## config.mk

```make
export PLATFORM = sky130hd
export DESIGN_NAME = hashed_lru_buffer_cache_tags
export DESIGN_NICKNAME = d
export VERILOG_FILES = /design/src/rtl/hlbc_pkg.sv /design/src/rtl/hlbc_mod.sv /design/src/rtl/hashed_lru_buffer_cache_tags.sv
export SDC_FILE = /design/constraint.sdc
export NUM_CORES = 2
export LEC_CHECK = 0
export ABC_CLOCK_PERIOD_IN_PS = 23000
export BUFFER_PORTS_ARGS = -buffer_cell sky130_fd_sc_hd__buf_2
export CAP_MARGIN = 25
export CORE_UTILIZATION = 45
export DETAILED_ROUTE_END_ITERATION = 10
export PLACE_DENSITY = 0.63
export SYNTH_ARGS = -nofsm -noshare
export SYNTH_HDL_FRONTEND = slang
export SYNTH_HIERARCHICAL = 1
export SYNTH_SLANG_ARGS = --single-unit
```

## constraint.sdc

```tcl
create_clock -name clk -period 23 [get_ports clk]
set_input_delay 2.3 -clock clk [delete_from_list [all_inputs] [get_ports clk]]
set_output_delay 2.3 -clock clk [all_outputs]
set_load 0.01 [all_outputs]
```

## src/rtl/hlbc_pkg.sv

```systemverilog
package hlbc_pkg;

  localparam int DefNumBuffers = 32;
  localparam int DefNumBuckets = 13;
  localparam logic [7:0] RefMax = 8'd255;

  typedef enum logic [1:0] {
    MODE_GET     = 2'd0,
    MODE_RELEASE = 2'd1,
    MODE_PIN     = 2'd2,
    MODE_UNPIN   = 2'd3
  } mode_t;

  typedef enum logic [1:0] {
    ST_OK      = 2'd0,
    ST_NO_FREE = 2'd1,
    ST_COUNT   = 2'd2
  } status_t;

endpackage

```

## src/rtl/hlbc_mod.sv

```systemverilog
// Bucket index from a block number: fold the bytes by their weights modulo the bucket count,
// then take the remainder of the small sum by a reciprocal multiply, each step registered.
module hlbc_mod import hlbc_pkg::*; #(
  parameter int NUM_BUCKETS = DefNumBuckets,
  parameter int BW = (NUM_BUCKETS > 1) ? $clog2(NUM_BUCKETS) : 1
) (
  input  logic          clk,
  input  logic          rst_n,
  input  logic          start,
  input  logic [31:0]   dividend,
  output logic          done,
  output logic [BW-1:0] remainder
);

  // Weight of byte k: 2^(8k) modulo the bucket count
  function automatic int byte_weight(input int k);
    int w;
    w = 1 % NUM_BUCKETS;
    for (int i = 0; i < k; i++) w = (w * 256) % NUM_BUCKETS;
    return w;
  endfunction

  localparam int RecipShift = 23;
  localparam int Recip = ((1 << RecipShift) + NUM_BUCKETS - 1) / NUM_BUCKETS;
  localparam logic [15:0] Wt0 = 16'(byte_weight(0));
  localparam logic [15:0] Wt1 = 16'(byte_weight(1));
  localparam logic [15:0] Wt2 = 16'(byte_weight(2));
  localparam logic [15:0] Wt3 = 16'(byte_weight(3));
  localparam logic [23:0] RecipW = 24'(Recip);
  localparam logic [15:0] Modulus = 16'(NUM_BUCKETS);

  logic [15:0]   fold_r, fold_nxt;
  logic [39:0]   prod_r;
  logic [15:0]   quot;
  logic [15:0]   diff;
  logic [BW-1:0] rem_r;
  logic          v1_r, v2_r, done_r;

  // Fold the bytes; the weighted sum keeps the remainder and fits in 16 bits
  assign fold_nxt = 16'(dividend[7:0]) * Wt0 + 16'(dividend[15:8]) * Wt1 +
                    16'(dividend[23:16]) * Wt2 + 16'(dividend[31:24]) * Wt3;

  // Quotient of the folded sum, exact below 2^16, then the remainder
  assign quot = prod_r[RecipShift +: 16];
  assign diff = fold_r - quot * Modulus;

  always_ff @(posedge clk) begin
    if (!rst_n) begin
      v1_r   <= 1'b0;
      v2_r   <= 1'b0;
      done_r <= 1'b0;
    end else begin
      v1_r   <= start;
      v2_r   <= v1_r;
      done_r <= v2_r;
    end
    if (start) fold_r <= fold_nxt;
    if (v1_r) prod_r <= 40'(fold_r) * 40'(RecipW);
    if (v2_r) rem_r <= diff[BW-1:0];
  end

  assign done      = done_r;
  assign remainder = rem_r;

endmodule

```

## src/rtl/hashed_lru_buffer_cache_tags.sv

```systemverilog
// Sequence: a get takes its home bucket from a registered remainder, then sweeps the buffer
//   memory, one entry a cycle: a hit search that ends at a hit, then on a miss a search of
//   the home bucket and, if that finds no free buffer, a steal search and a rank renumbering
//   sweep; release, pin and unpin update the handle's entry, and a release that reorders the
//   bucket ranks adds a renumbering sweep. Throughput: one transaction at a time; the next
//   one is taken the cycle after the result leaves. Reset: synchronous, active low; a sweep
//   then writes the initial bucket and rank of every buffer before the first transaction.
module hashed_lru_buffer_cache_tags import hlbc_pkg::*; #(
  parameter int NUM_BUFFERS = DefNumBuffers,
  parameter int NUM_BUCKETS = DefNumBuckets
) (
  input  logic        clk,
  input  logic        rst_n,
  input  logic        in_valid,
  output logic        in_stall,
  input  logic [1:0]  in_mode,
  input  logic [15:0] in_device_id,
  input  logic [31:0] in_block_number,
  input  logic [4:0]  in_buffer_handle,
  output logic        out_valid,
  input  logic        out_stall,
  output logic [4:0]  out_buffer_index,
  output logic        out_needs_fill,
  output logic [1:0]  out_status,
  output logic [7:0]  out_references
);

  localparam int IW = (NUM_BUFFERS > 1) ? $clog2(NUM_BUFFERS) : 1;
  localparam int CW = $clog2(NUM_BUFFERS + 1);
  localparam int BW = (NUM_BUCKETS > 1) ? $clog2(NUM_BUCKETS) : 1;
  localparam int BCW = $clog2(NUM_BUCKETS + 1);

  typedef struct packed {
    logic [15:0]   dev;
    logic [31:0]   blk;
    logic          present;
    logic          cvalid;
    logic [7:0]    refs;
    logic [BW-1:0] bucket;
    logic [IW-1:0] rank;
  } entry_t;

  typedef enum logic [3:0] {
    S_INIT, S_IDLE, S_MOD, S_HIT, S_HOME, S_STEAL, S_FIX, S_HREAD, S_HDONE,
    S_WRITE, S_PLACE, S_OUT
  } state_t;

  // Buffer table, one read port and one write port
  entry_t mem [NUM_BUFFERS];
  entry_t rd_q;
  logic [IW-1:0] rd_addr;
  logic          wr_en;
  logic [IW-1:0] wr_addr;
  entry_t        wr_data;

  always_ff @(posedge clk) begin
    if (wr_en) mem[wr_addr] <= wr_data;
    rd_q <= mem[rd_addr];
  end

  state_t state_r;
  logic [CW-1:0]  scan_r;      // address issued last cycle (data in rd_q now)
  logic           rdv_r;       // rd_q holds a sweep entry
  logic [1:0]     mode_r;
  logic [15:0]    dev_r;
  logic [31:0]    blk_r;
  logic [4:0]     hnd_r;
  logic [BW-1:0]  home_r;
  logic           found_r;
  logic [IW-1:0]  vic_r;
  entry_t         vic_e_r;
  logic [BW-1:0]  old_b_r;
  logic [IW-1:0]  old_rank_r;
  logic [BW-1:0]  new_b_r;
  logic [CW-1:0]  new_cnt_r;
  logic           move_r;
  logic [4:0]     o_idx_r;
  logic           o_fill_r;
  logic [1:0]     o_st_r;
  logic [7:0]     o_refs_r;
  logic           out_valid_r;
  // bucket of the best free candidate during the steal sweep
  logic [BCW-1:0] best_b_r;
  // initial bucket and rank of the entry being written after reset
  logic [BW-1:0]  init_b_r;
  logic [IW-1:0]  init_rank_r;

  logic mod_start, mod_done;
  logic [BW-1:0] mod_rem;

  hlbc_mod #(.NUM_BUCKETS(NUM_BUCKETS), .BW(BW)) u_mod (
    .clk, .rst_n, .start(mod_start), .dividend(in_block_number),
    .done(mod_done), .remainder(mod_rem)
  );

  logic accept;
  assign in_stall  = !(state_r == S_IDLE && !out_valid_r && !wr_en);
  assign accept    = in_valid && !in_stall;
  assign mod_start = accept && mode_t'(in_mode) == MODE_GET;

  logic last;
  assign last = (scan_r == CW'(NUM_BUFFERS - 1));

  // Read address: next sweep entry, the handle when idle, or entry zero before a sweep
  always_comb begin
    rd_addr = scan_r[IW-1:0] + IW'(1);
    if (state_r == S_IDLE) rd_addr = in_buffer_handle[IW-1:0];
    else if (state_r == S_MOD || state_r == S_FIX || state_r == S_HDONE ||
             (state_r == S_WRITE && !rdv_r)) rd_addr = '0;
  end

  entry_t rd_fix;
  always_comb begin
    rd_fix = rd_q;
    // sweep to renumber ranks for a move
    if (rd_q.bucket == old_b_r && rd_q.rank > old_rank_r) rd_fix.rank = rd_q.rank - IW'(1);
  end

  logic cand;
  assign cand = rd_q.refs == 8'd0;

  // Sequencer: one clocked block holds state and registered outputs
  always_ff @(posedge clk) begin
    wr_en <= 1'b0;
    if (!rst_n) begin
      state_r     <= S_INIT;
      scan_r      <= '0;
      out_valid_r <= 1'b0;
      rdv_r       <= 1'b0;
      init_b_r    <= '0;
      init_rank_r <= '0;
    end else begin
      if (out_valid_r && !out_stall) out_valid_r <= 1'b0;
      unique case (state_r)
        S_INIT: begin
          wr_en   <= 1'b1;
          wr_addr <= scan_r[IW-1:0];
          wr_data <= '{dev: '0, blk: '0, present: 1'b0, cvalid: 1'b0, refs: '0,
                       bucket: init_b_r, rank: init_rank_r};
          if (init_b_r == BW'(NUM_BUCKETS - 1)) begin
            init_b_r    <= '0;
            init_rank_r <= init_rank_r + IW'(1);
          end else begin
            init_b_r <= init_b_r + BW'(1);
          end
          scan_r  <= scan_r + CW'(1);
          if (last) state_r <= S_IDLE;
        end
        S_IDLE: begin
          if (accept) begin
            mode_r  <= in_mode;
            dev_r   <= in_device_id;
            blk_r   <= in_block_number;
            hnd_r   <= in_buffer_handle;
            found_r <= 1'b0;
            move_r  <= 1'b0;
            o_fill_r <= 1'b0;
            if (mode_t'(in_mode) == MODE_GET) state_r <= S_MOD;
            else state_r <= S_HREAD;
          end
        end
        S_MOD: begin
          scan_r <= '0;
          if (mod_done) begin
            home_r  <= mod_rem;
            state_r <= S_HIT;
          end
        end
        // Hit search in the home bucket
        S_HIT: begin
          scan_r <= scan_r + CW'(1);
          if (rd_q.bucket == home_r && rd_q.present && rd_q.dev == dev_r &&
              rd_q.blk == blk_r) begin
            vic_r <= scan_r[IW-1:0];
            vic_e_r <= rd_q;
            o_idx_r <= 5'(scan_r);
            if (rd_q.refs >= RefMax) begin
              o_st_r <= ST_COUNT;
              o_refs_r <= rd_q.refs;
              state_r <= S_OUT;
            end else begin
              o_st_r <= ST_OK;
              o_refs_r <= rd_q.refs + 8'd1;
              o_fill_r <= !rd_q.cvalid;
              wr_en <= 1'b1;
              wr_addr <= scan_r[IW-1:0];
              wr_data <= rd_q;
              wr_data.refs <= rd_q.refs + 8'd1;
              wr_data.cvalid <= 1'b1;
              state_r <= S_OUT;
            end
          end else if (last) begin
            scan_r <= '0;
            state_r <= S_FIX;
            best_b_r <= BCW'(home_r);
          end
        end
        S_FIX: begin
          scan_r <= '0;
          state_r <= (best_b_r == BCW'(home_r) && !found_r) ? S_HOME : S_STEAL;
          best_b_r <= BCW'(NUM_BUCKETS);
        end
        // Oldest free in home bucket
        S_HOME: begin
          scan_r <= scan_r + CW'(1);
          if (rd_q.bucket == home_r && cand &&
              (!found_r || rd_q.rank < vic_e_r.rank)) begin
            found_r <= 1'b1;
            vic_r <= scan_r[IW-1:0];
            vic_e_r <= rd_q;
          end
          if (last) begin
            scan_r <= '0;
            state_r <= S_HDONE;
          end
        end
        S_HDONE: begin
          scan_r <= '0;
          if (found_r) state_r <= S_WRITE;
          else state_r <= S_STEAL;
        end
        // Oldest free in lowest bucket that has one
        S_STEAL: begin
          scan_r <= scan_r + CW'(1);
          if (cand && (!found_r || BCW'(rd_q.bucket) < best_b_r ||
              (BCW'(rd_q.bucket) == best_b_r && rd_q.rank < vic_e_r.rank))) begin
            found_r <= 1'b1;
            best_b_r <= BCW'(rd_q.bucket);
            vic_r <= scan_r[IW-1:0];
            vic_e_r <= rd_q;
          end
          if (last) begin
            scan_r <= '0;
            if (!found_r && !(cand)) begin
              o_idx_r <= '0; o_st_r <= ST_NO_FREE; o_refs_r <= '0;
              state_r <= S_OUT;
            end else begin
              move_r <= 1'b1;
              state_r <= S_WRITE;
            end
          end
        end
        // Handle operations: read the entry
        S_HREAD: begin
          o_idx_r <= hnd_r;
          o_st_r <= ST_OK;
          state_r <= S_OUT;
          if (32'(hnd_r) >= 32'(NUM_BUFFERS)) begin
            o_st_r <= ST_COUNT; o_refs_r <= '0;
          end else if (mode_t'(mode_r) == MODE_PIN) begin
            if (rd_q.refs >= RefMax) begin
              o_st_r <= ST_COUNT; o_refs_r <= rd_q.refs;
            end else begin
              o_refs_r <= rd_q.refs + 8'd1;
              wr_en <= 1'b1; wr_addr <= hnd_r[IW-1:0];
              wr_data <= rd_q; wr_data.refs <= rd_q.refs + 8'd1;
            end
          end else if (rd_q.refs == 8'd0) begin
            o_st_r <= ST_COUNT; o_refs_r <= '0;
          end else begin
            o_refs_r <= rd_q.refs - 8'd1;
            vic_r <= hnd_r[IW-1:0];
            vic_e_r <= rd_q;
            vic_e_r.refs <= rd_q.refs - 8'd1;
            if (mode_t'(mode_r) == MODE_RELEASE && rd_q.refs == 8'd1) begin
              move_r <= 1'b1;
              new_b_r <= rd_q.bucket;
              old_b_r <= rd_q.bucket;
              old_rank_r <= rd_q.rank;
              new_cnt_r <= '0;
              scan_r <= '0;
              rdv_r <= 1'b0;
              state_r <= S_WRITE;
            end else begin
              wr_en <= 1'b1; wr_addr <= hnd_r[IW-1:0];
              wr_data <= rd_q; wr_data.refs <= rd_q.refs - 8'd1;
            end
          end
        end
        // Rank renumbering sweep (for a move), then write the chosen entry
        S_WRITE: begin
          if (!move_r) begin
            wr_en <= 1'b1; wr_addr <= vic_r;
            wr_data <= '{dev: dev_r, blk: blk_r, present: 1'b1, cvalid: 1'b1,
                         refs: 8'd1, bucket: vic_e_r.bucket, rank: vic_e_r.rank};
            o_idx_r <= 5'(vic_r); o_fill_r <= 1'b1; o_st_r <= ST_OK; o_refs_r <= 8'd1;
            state_r <= S_OUT;
          end else if (!rdv_r) begin
            if (mode_t'(mode_r) == MODE_GET) begin
              old_b_r <= vic_e_r.bucket; old_rank_r <= vic_e_r.rank;
              new_b_r <= home_r; new_cnt_r <= '0;
            end
            rdv_r <= 1'b1;
            scan_r <= '0;
          end else begin
            scan_r <= scan_r + CW'(1);
            if (scan_r[IW-1:0] != vic_r) begin
              if (rd_q.bucket == new_b_r) new_cnt_r <= new_cnt_r + CW'(1);
              wr_en <= 1'b1; wr_addr <= scan_r[IW-1:0]; wr_data <= rd_fix;
            end
            if (last) begin
              rdv_r <= 1'b0;
              move_r <= 1'b0;
              state_r <= S_PLACE;
            end
          end
        end
        // Place the moved entry at the head of its new bucket
        S_PLACE: begin
          wr_en <= 1'b1; wr_addr <= vic_r;
          state_r <= S_OUT;
          if (mode_t'(mode_r) == MODE_GET) begin
            wr_data <= '{dev: dev_r, blk: blk_r, present: 1'b1, cvalid: 1'b1,
                         refs: 8'd1, bucket: new_b_r, rank: IW'(new_cnt_r)};
            o_idx_r <= 5'(vic_r); o_fill_r <= 1'b1; o_st_r <= ST_OK;
            o_refs_r <= 8'd1;
          end else begin
            wr_data <= vic_e_r;
            wr_data.rank <= IW'(new_cnt_r);
          end
        end
        S_OUT: begin
          out_valid_r <= 1'b1;
          state_r <= S_IDLE;
        end
        default: state_r <= S_IDLE;
      endcase
    end
  end

  assign out_valid        = out_valid_r;
  assign out_buffer_index = o_idx_r;
  assign out_needs_fill   = o_fill_r;
  assign out_status       = o_st_r;
  assign out_references   = o_refs_r;

endmodule

```

# Word level (Yosys, flattened, before mapping)
# Memory sizes are Yosys's and may differ from the RTL's. A register that Yosys moved wholly into a read port is not among the register bits.
# Index checks and enable logic that the tools add are counted.
# word_totals
regBits	324
mem_bits_rw	2144
inputBits	59
out_inout_bits	18
elab_cells	334
mem_count	1
# classes
addsub	12
multipliers	4
order_cmp	4
eq_ne	55
n_mux	150
n_reduce_logical	63
# mem_list
name	words	width	rd	rd_ports_with_merged_regs	wr	line_no	source
mem	32	67	1	1	1	hashed_lru_buffer_cache_tags.sv:49	entry_t mem [NUM_BUFFERS];
# op_table
operator	count
$mux W67	15
$pmux W67 S5	1
$pmux W67 S4	1
$mux W5	27
$mux W4	24
$mux W6	12
$mux W8	8
$pmux W5 S5	2
$pmux W4 S11	1
$pmux W8 S5	1
$ne A2 B2 Y1 const B	19
$pmux W6 S6	1
$mul A16 B19 Y35 const B	1
$eq A32 B32 Y1	1
$mux W1	32
$mux W2	12
$reduce_and A8 Y1	3
$reduce_and A7 Y1	3
$eq A4 B4 Y1	5
$eq A4 B4 Y1 const B	5
$pmux W5 S4	1
$reduce_and A5 Y1	4
$ne A3 B3 Y1 const B	6
$reduce_and A9 Y1	2
52 further kinds	101

# Logic depth before layout (Yosys ltp)
# depth
ltp_word	7
mapped_depth	19
ltp_nobuf	19

# Modules after synthesis
# The synthesis kept the hierarchy.
# modules_own_cells
module	instances	cells_per_inst	area_per_inst_um2	seq_area_each_um2
hashed_lru_buffer_cache_tags	1	6223	97656.2	73460.5
hlbc_mod	1	531	5644.2	690.7

# Least setup slack after synthesis
# Ideal clock, no wire load.
# synth_path
kind	input-to-reg
start	input rst_n
end	register vic_e_r[0] (netlist name), enable pin
setup_ns	0.609
arrival_ns	8.001
required_ns	22.391
path_slack_ns	14.390
stages	4
path_buffers	0
path_cell_list	inv_1 > a21oi_1 > o221ai_1 > a211oi_1
# synth_via
elab_chain_len	1
# synth_lines
item	line_no	source
start: declaration	hashed_lru_buffer_cache_tags.sv:13	input logic rst_n,
$reduce_and A7 Y1 (no line)	n/a	
end signal: assignment	hashed_lru_buffer_cache_tags.sv:175	vic_e_r <= rd_q;
end signal: assignment	hashed_lru_buffer_cache_tags.sv:210	vic_e_r <= rd_q;
end signal: assignment	hashed_lru_buffer_cache_tags.sv:230	vic_e_r <= rd_q;
end: declaration	hashed_lru_buffer_cache_tags.sv:71	entry_t vic_e_r;
# No other way between the ends.
# A chain may end at the register's enable or synchronous reset.

# Worst setup path after layout
# layout_path
start	register state_r[2]
end	register rd_fix[42] (netlist name)
# layout_via
elab_chain_len	6
elab_cells_between_ends	11
cone_classes	eq/ne (5); mux (2); reduce/logical (4)
# layout_lines
item	line_no	source
start: declaration	hashed_lru_buffer_cache_tags.sv:61	state_t state_r;
start signal: assignment	hashed_lru_buffer_cache_tags.sv:200	state_r <= (best_b_r == BCW'(home_r) && !found_r) ? S_HOME : S_STEAL;
$eq A4 B2 Y1 / $eq A4 B3 Y1 (equally long branches)	hashed_lru_buffer_cache_tags.sv:108	else if (state_r == S_MOD || state_r == S_FIX || state_r == S_HDONE ||
$logic_or A1 B1 Y1 (3 in a row)	hashed_lru_buffer_cache_tags.sv:108	
$mux W5	hashed_lru_buffer_cache_tags.sv:108	
$mux W5 (*)	hashed_lru_buffer_cache_tags.sv:107	if (state_r == S_IDLE) rd_addr = in_buffer_handle[IW-1:0];
# Every way passes the cells marked *; elsewhere a longest branch is shown, timed or not.

==> run summary <==
outcome - completed
grt ovf - 0
vias in the first global route - 59,100
hold depth - 0
DRT antenna net count - 0
PnR worst setup slack - 16.56 ns
final std cells w/o fill - 10,000
drt drc - 0
CP Max Fanout - 146
critical path endpoint category - register
Max Freq - 0.155 GHz
gr usage total - 25.5%
share of layout cells above drive strength 1 - 9.97%
Pwr Density - 134 nW/µm²
reg-to-reg startpoint - state_r[2]
CTS Buf Count - 234
Rows - 175
Critical Path Max Stage Delay - 0.90 ns
post-DP HPWL - 162,000 µm
Clock Tree Buf Depth - 3
H-tree levels - 4
Core Box Area - 228,000 µm²
WP buf/inv - 4
crit-path cells - buf_4 > nor4b_4 > nand2_4 > nand2_8 > buf_12 > buf_4 > buf_4 > mux2i_1 > o221ai_1 > a21oi_1 > o32ai_1
Most used DFF post-synth - edfxtp_1
Min Hold Slack - 0.420 ns
GP Congestion - 0.862
post-layout min period - 6.44 ns
RSZ-0062 raised after global routing - false
final hold violations - 0
Final nets - 7,127
post-synthesis sequential area ratio - 71.8%
Worst path most repeated cell - buf_4
syn_nets - 7,067
Ports - 77
pre-CTS worst setup slack - 15.89 ns
Tot Pwr - 15.4 mW
Clock Latency Late Sink - 0.87 ns
worst hold start - u_mod/remainder[3]
die area - 231,000 µm²
DP Area - 107,000 µm²
worst-margin pin slew - 1.18 ns
post-synth cell types - 92
hold-fix buffers at CTS - 0
Synth Warn # - 6
r2r setup slk - 16.56 ns
Die Height - 481 µm
Arr. time, crit path - 7.13 ns
initial DRC count - 8,930
Synth Cell Area - 103,000 µm²
Finished Cell Area - 115,000 µm²
Setup Buffers After CTS - 0
largest net degree at the start of global routing - 157
CTS resizes - 0
Slowest-stage cell, CP - buf_4
WL final - 299,000 µm
Avg Vias per Cell - 6.23
CTS Sinks - 2,500
post-synthesis register bit count - 2,500
Worst Setup Path Type - register to register
Levels on crit path - 11
largest delay contributor family on the critical path - buffers and inverters
Final Cycle Share - 28.0%
Finish-stage setup viols - 0
MaxCap Viol Count - 0
EDFF count, synth - 2,408
Starting Density - 45.4%
Lkg Pwr - 39.2 nW
first drt pass iteration count - 7
area grow syn2layout - 11.1%
commonest non-fill, non-tap cells in the layout - edfxtp_1, nand2_1, mux2i_1
clk slew on worst S/H paths - 0.07 ns
Setup Skew - 0.0340 ns
Reg2Reg Depth - 11
CTS tree - built
number of port buffers - 76
Root Driver - clkbuf_16
Post-Syn Instances - 6,754
fin. max-slew vios - 0
Peak VDD IR - 154 µV
placed cells - 9,576
DIE WIDTH - 481 µm
startpoint types - register
worst relative slew slack - 21.3%
Req. time, crit path - 23.70 ns
Critical R2R Capture - rd_fix[42]
Avg Inst Size Synth - 15.3 µm²
first-pass GRT wire length - 426,000 µm
vias - 62,500
antenna violations before repair - 13
commonest non-fill, non-tap cell in the layout - edfxtp_1
post-layout util - 50.4%
async set-reset flop share out of synthesis - 0%
hold crit path type - register to register
per-cell routed wire length - 29.9 µm
Hold Crit Endpoint - home_r[3]
setup TNS - 0 ns
how the worst max path moves through the flow:
stage	start	to	slack, ns
detailed placement	in_buffer_handle[1]	rd_fix[42]	15.89
global route	state_r[2]	rd_fix[42]	16.33
finish	state_r[2]	rd_fix[42]	16.56
CTS	state_r[2]	rd_fix[42]	16.80
floorplan	rst_n	vic_e_r[0]	14.39
global placement	in_buffer_handle[1]	rd_fix[42]	15.93
area by class of cell:
cell class | count | area [µm²]
diodes | 3 | 7.51
clock buffers | 314 | 6310
clock inverters | 126 | 1040
fillers | 18700 | 113000
inverters | 244 | 916
multi-input cells | 3599 | 26700
flip-flops and latches | 2500 | 74200
well taps | 3009 | 3760
repair buffers | 235 | 1850
flip-flops by register name, indices dropped and copies added (netlist names), 6 cells and up:
name	count
scan_r	6
blk_r	32
rd_fix	62
mem	2144
out_references	8
u_mod/fold_r	13
dev_r	16
vic_e_r	67
wr_data	67
cells in the mapped netlist (all sizes together), types with 11 or more instances:
library cell / number / share of area, %
a31oi: 119 / 0.72
nor2: 127 / 0.48
a211oi: 130 / 0.94
and2: 12 / 0.073
a222oi: 60 / 0.58
nand2: 930 / 3.4
edfxtp: 2408 / 70
a221o: 15 / 0.15
a221oi: 11 / 0.093
a31o: 25 / 0.21
mux4: 44 / 0.96
buf: 169 / 1.0
ha: 157 / 1.9
inv: 243 / 0.88
nor4: 18 / 0.11
a32oi: 69 / 0.59
nand3: 85 / 0.41
nand4: 27 / 0.16
dfxtp: 92 / 1.8
xnor2: 81 / 0.69
o41ai: 20 / 0.17
mux2i: 438 / 4.2
a21o: 12 / 0.087
o21a: 21 / 0.15
a32o: 18 / 0.17
a311oi: 14 / 0.12
fa: 97 / 1.9
and3: 129 / 0.78
a211o: 12 / 0.10
o21ai: 69 / 0.33
o22ai: 79 / 0.48
xor2: 47 / 0.40
a22o: 20 / 0.17
o32ai: 49 / 0.42
nor3: 18 / 0.087
o221a: 28 / 0.31
a21oi: 312 / 1.5
o311ai: 11 / 0.10
clkbuf: 242 / 0.88
o221ai: 172 / 1.5
report_power, final:
part	switching, mW	leakage (nW)	internal, mW	total [mW]
Clock	1.68	3.58	2.06	3.74
Combinational	3.71	12.9	1.93	5.64
Sequential	0.410	22.7	5.59	6.00
logic make-up (layout without fill, tap and decap cells):
logic type / Yosys count / after routing / synth area share, %
AOI/OAI and AO/OA: 1327 / 1327 / 9.40
xor gates and xnor gates: 128 / 128 / 1.09
adders and majority gates: 254 / 254 / 3.78
buffers and inverters: 655 / 919 / 2.81
DFF: 2500 / 2500 / 71.8
muxes: 483 / 483 / 5.21
other: 0 / 3 / 0
and+or+nand+nor: 1407 / 1407 / 5.93
layer usage:
metal  part of all wire (%)  global-route usage [%]  up-vias
li1                       -                       -    26400
met1                     42                    37.9    32000
met2                     45                    38.4     3589
met3                     11                    4.71      471
met4                    2.8                    7.31        6
met5                  0.014                       0        -
(Power assumes the default switching activity.)
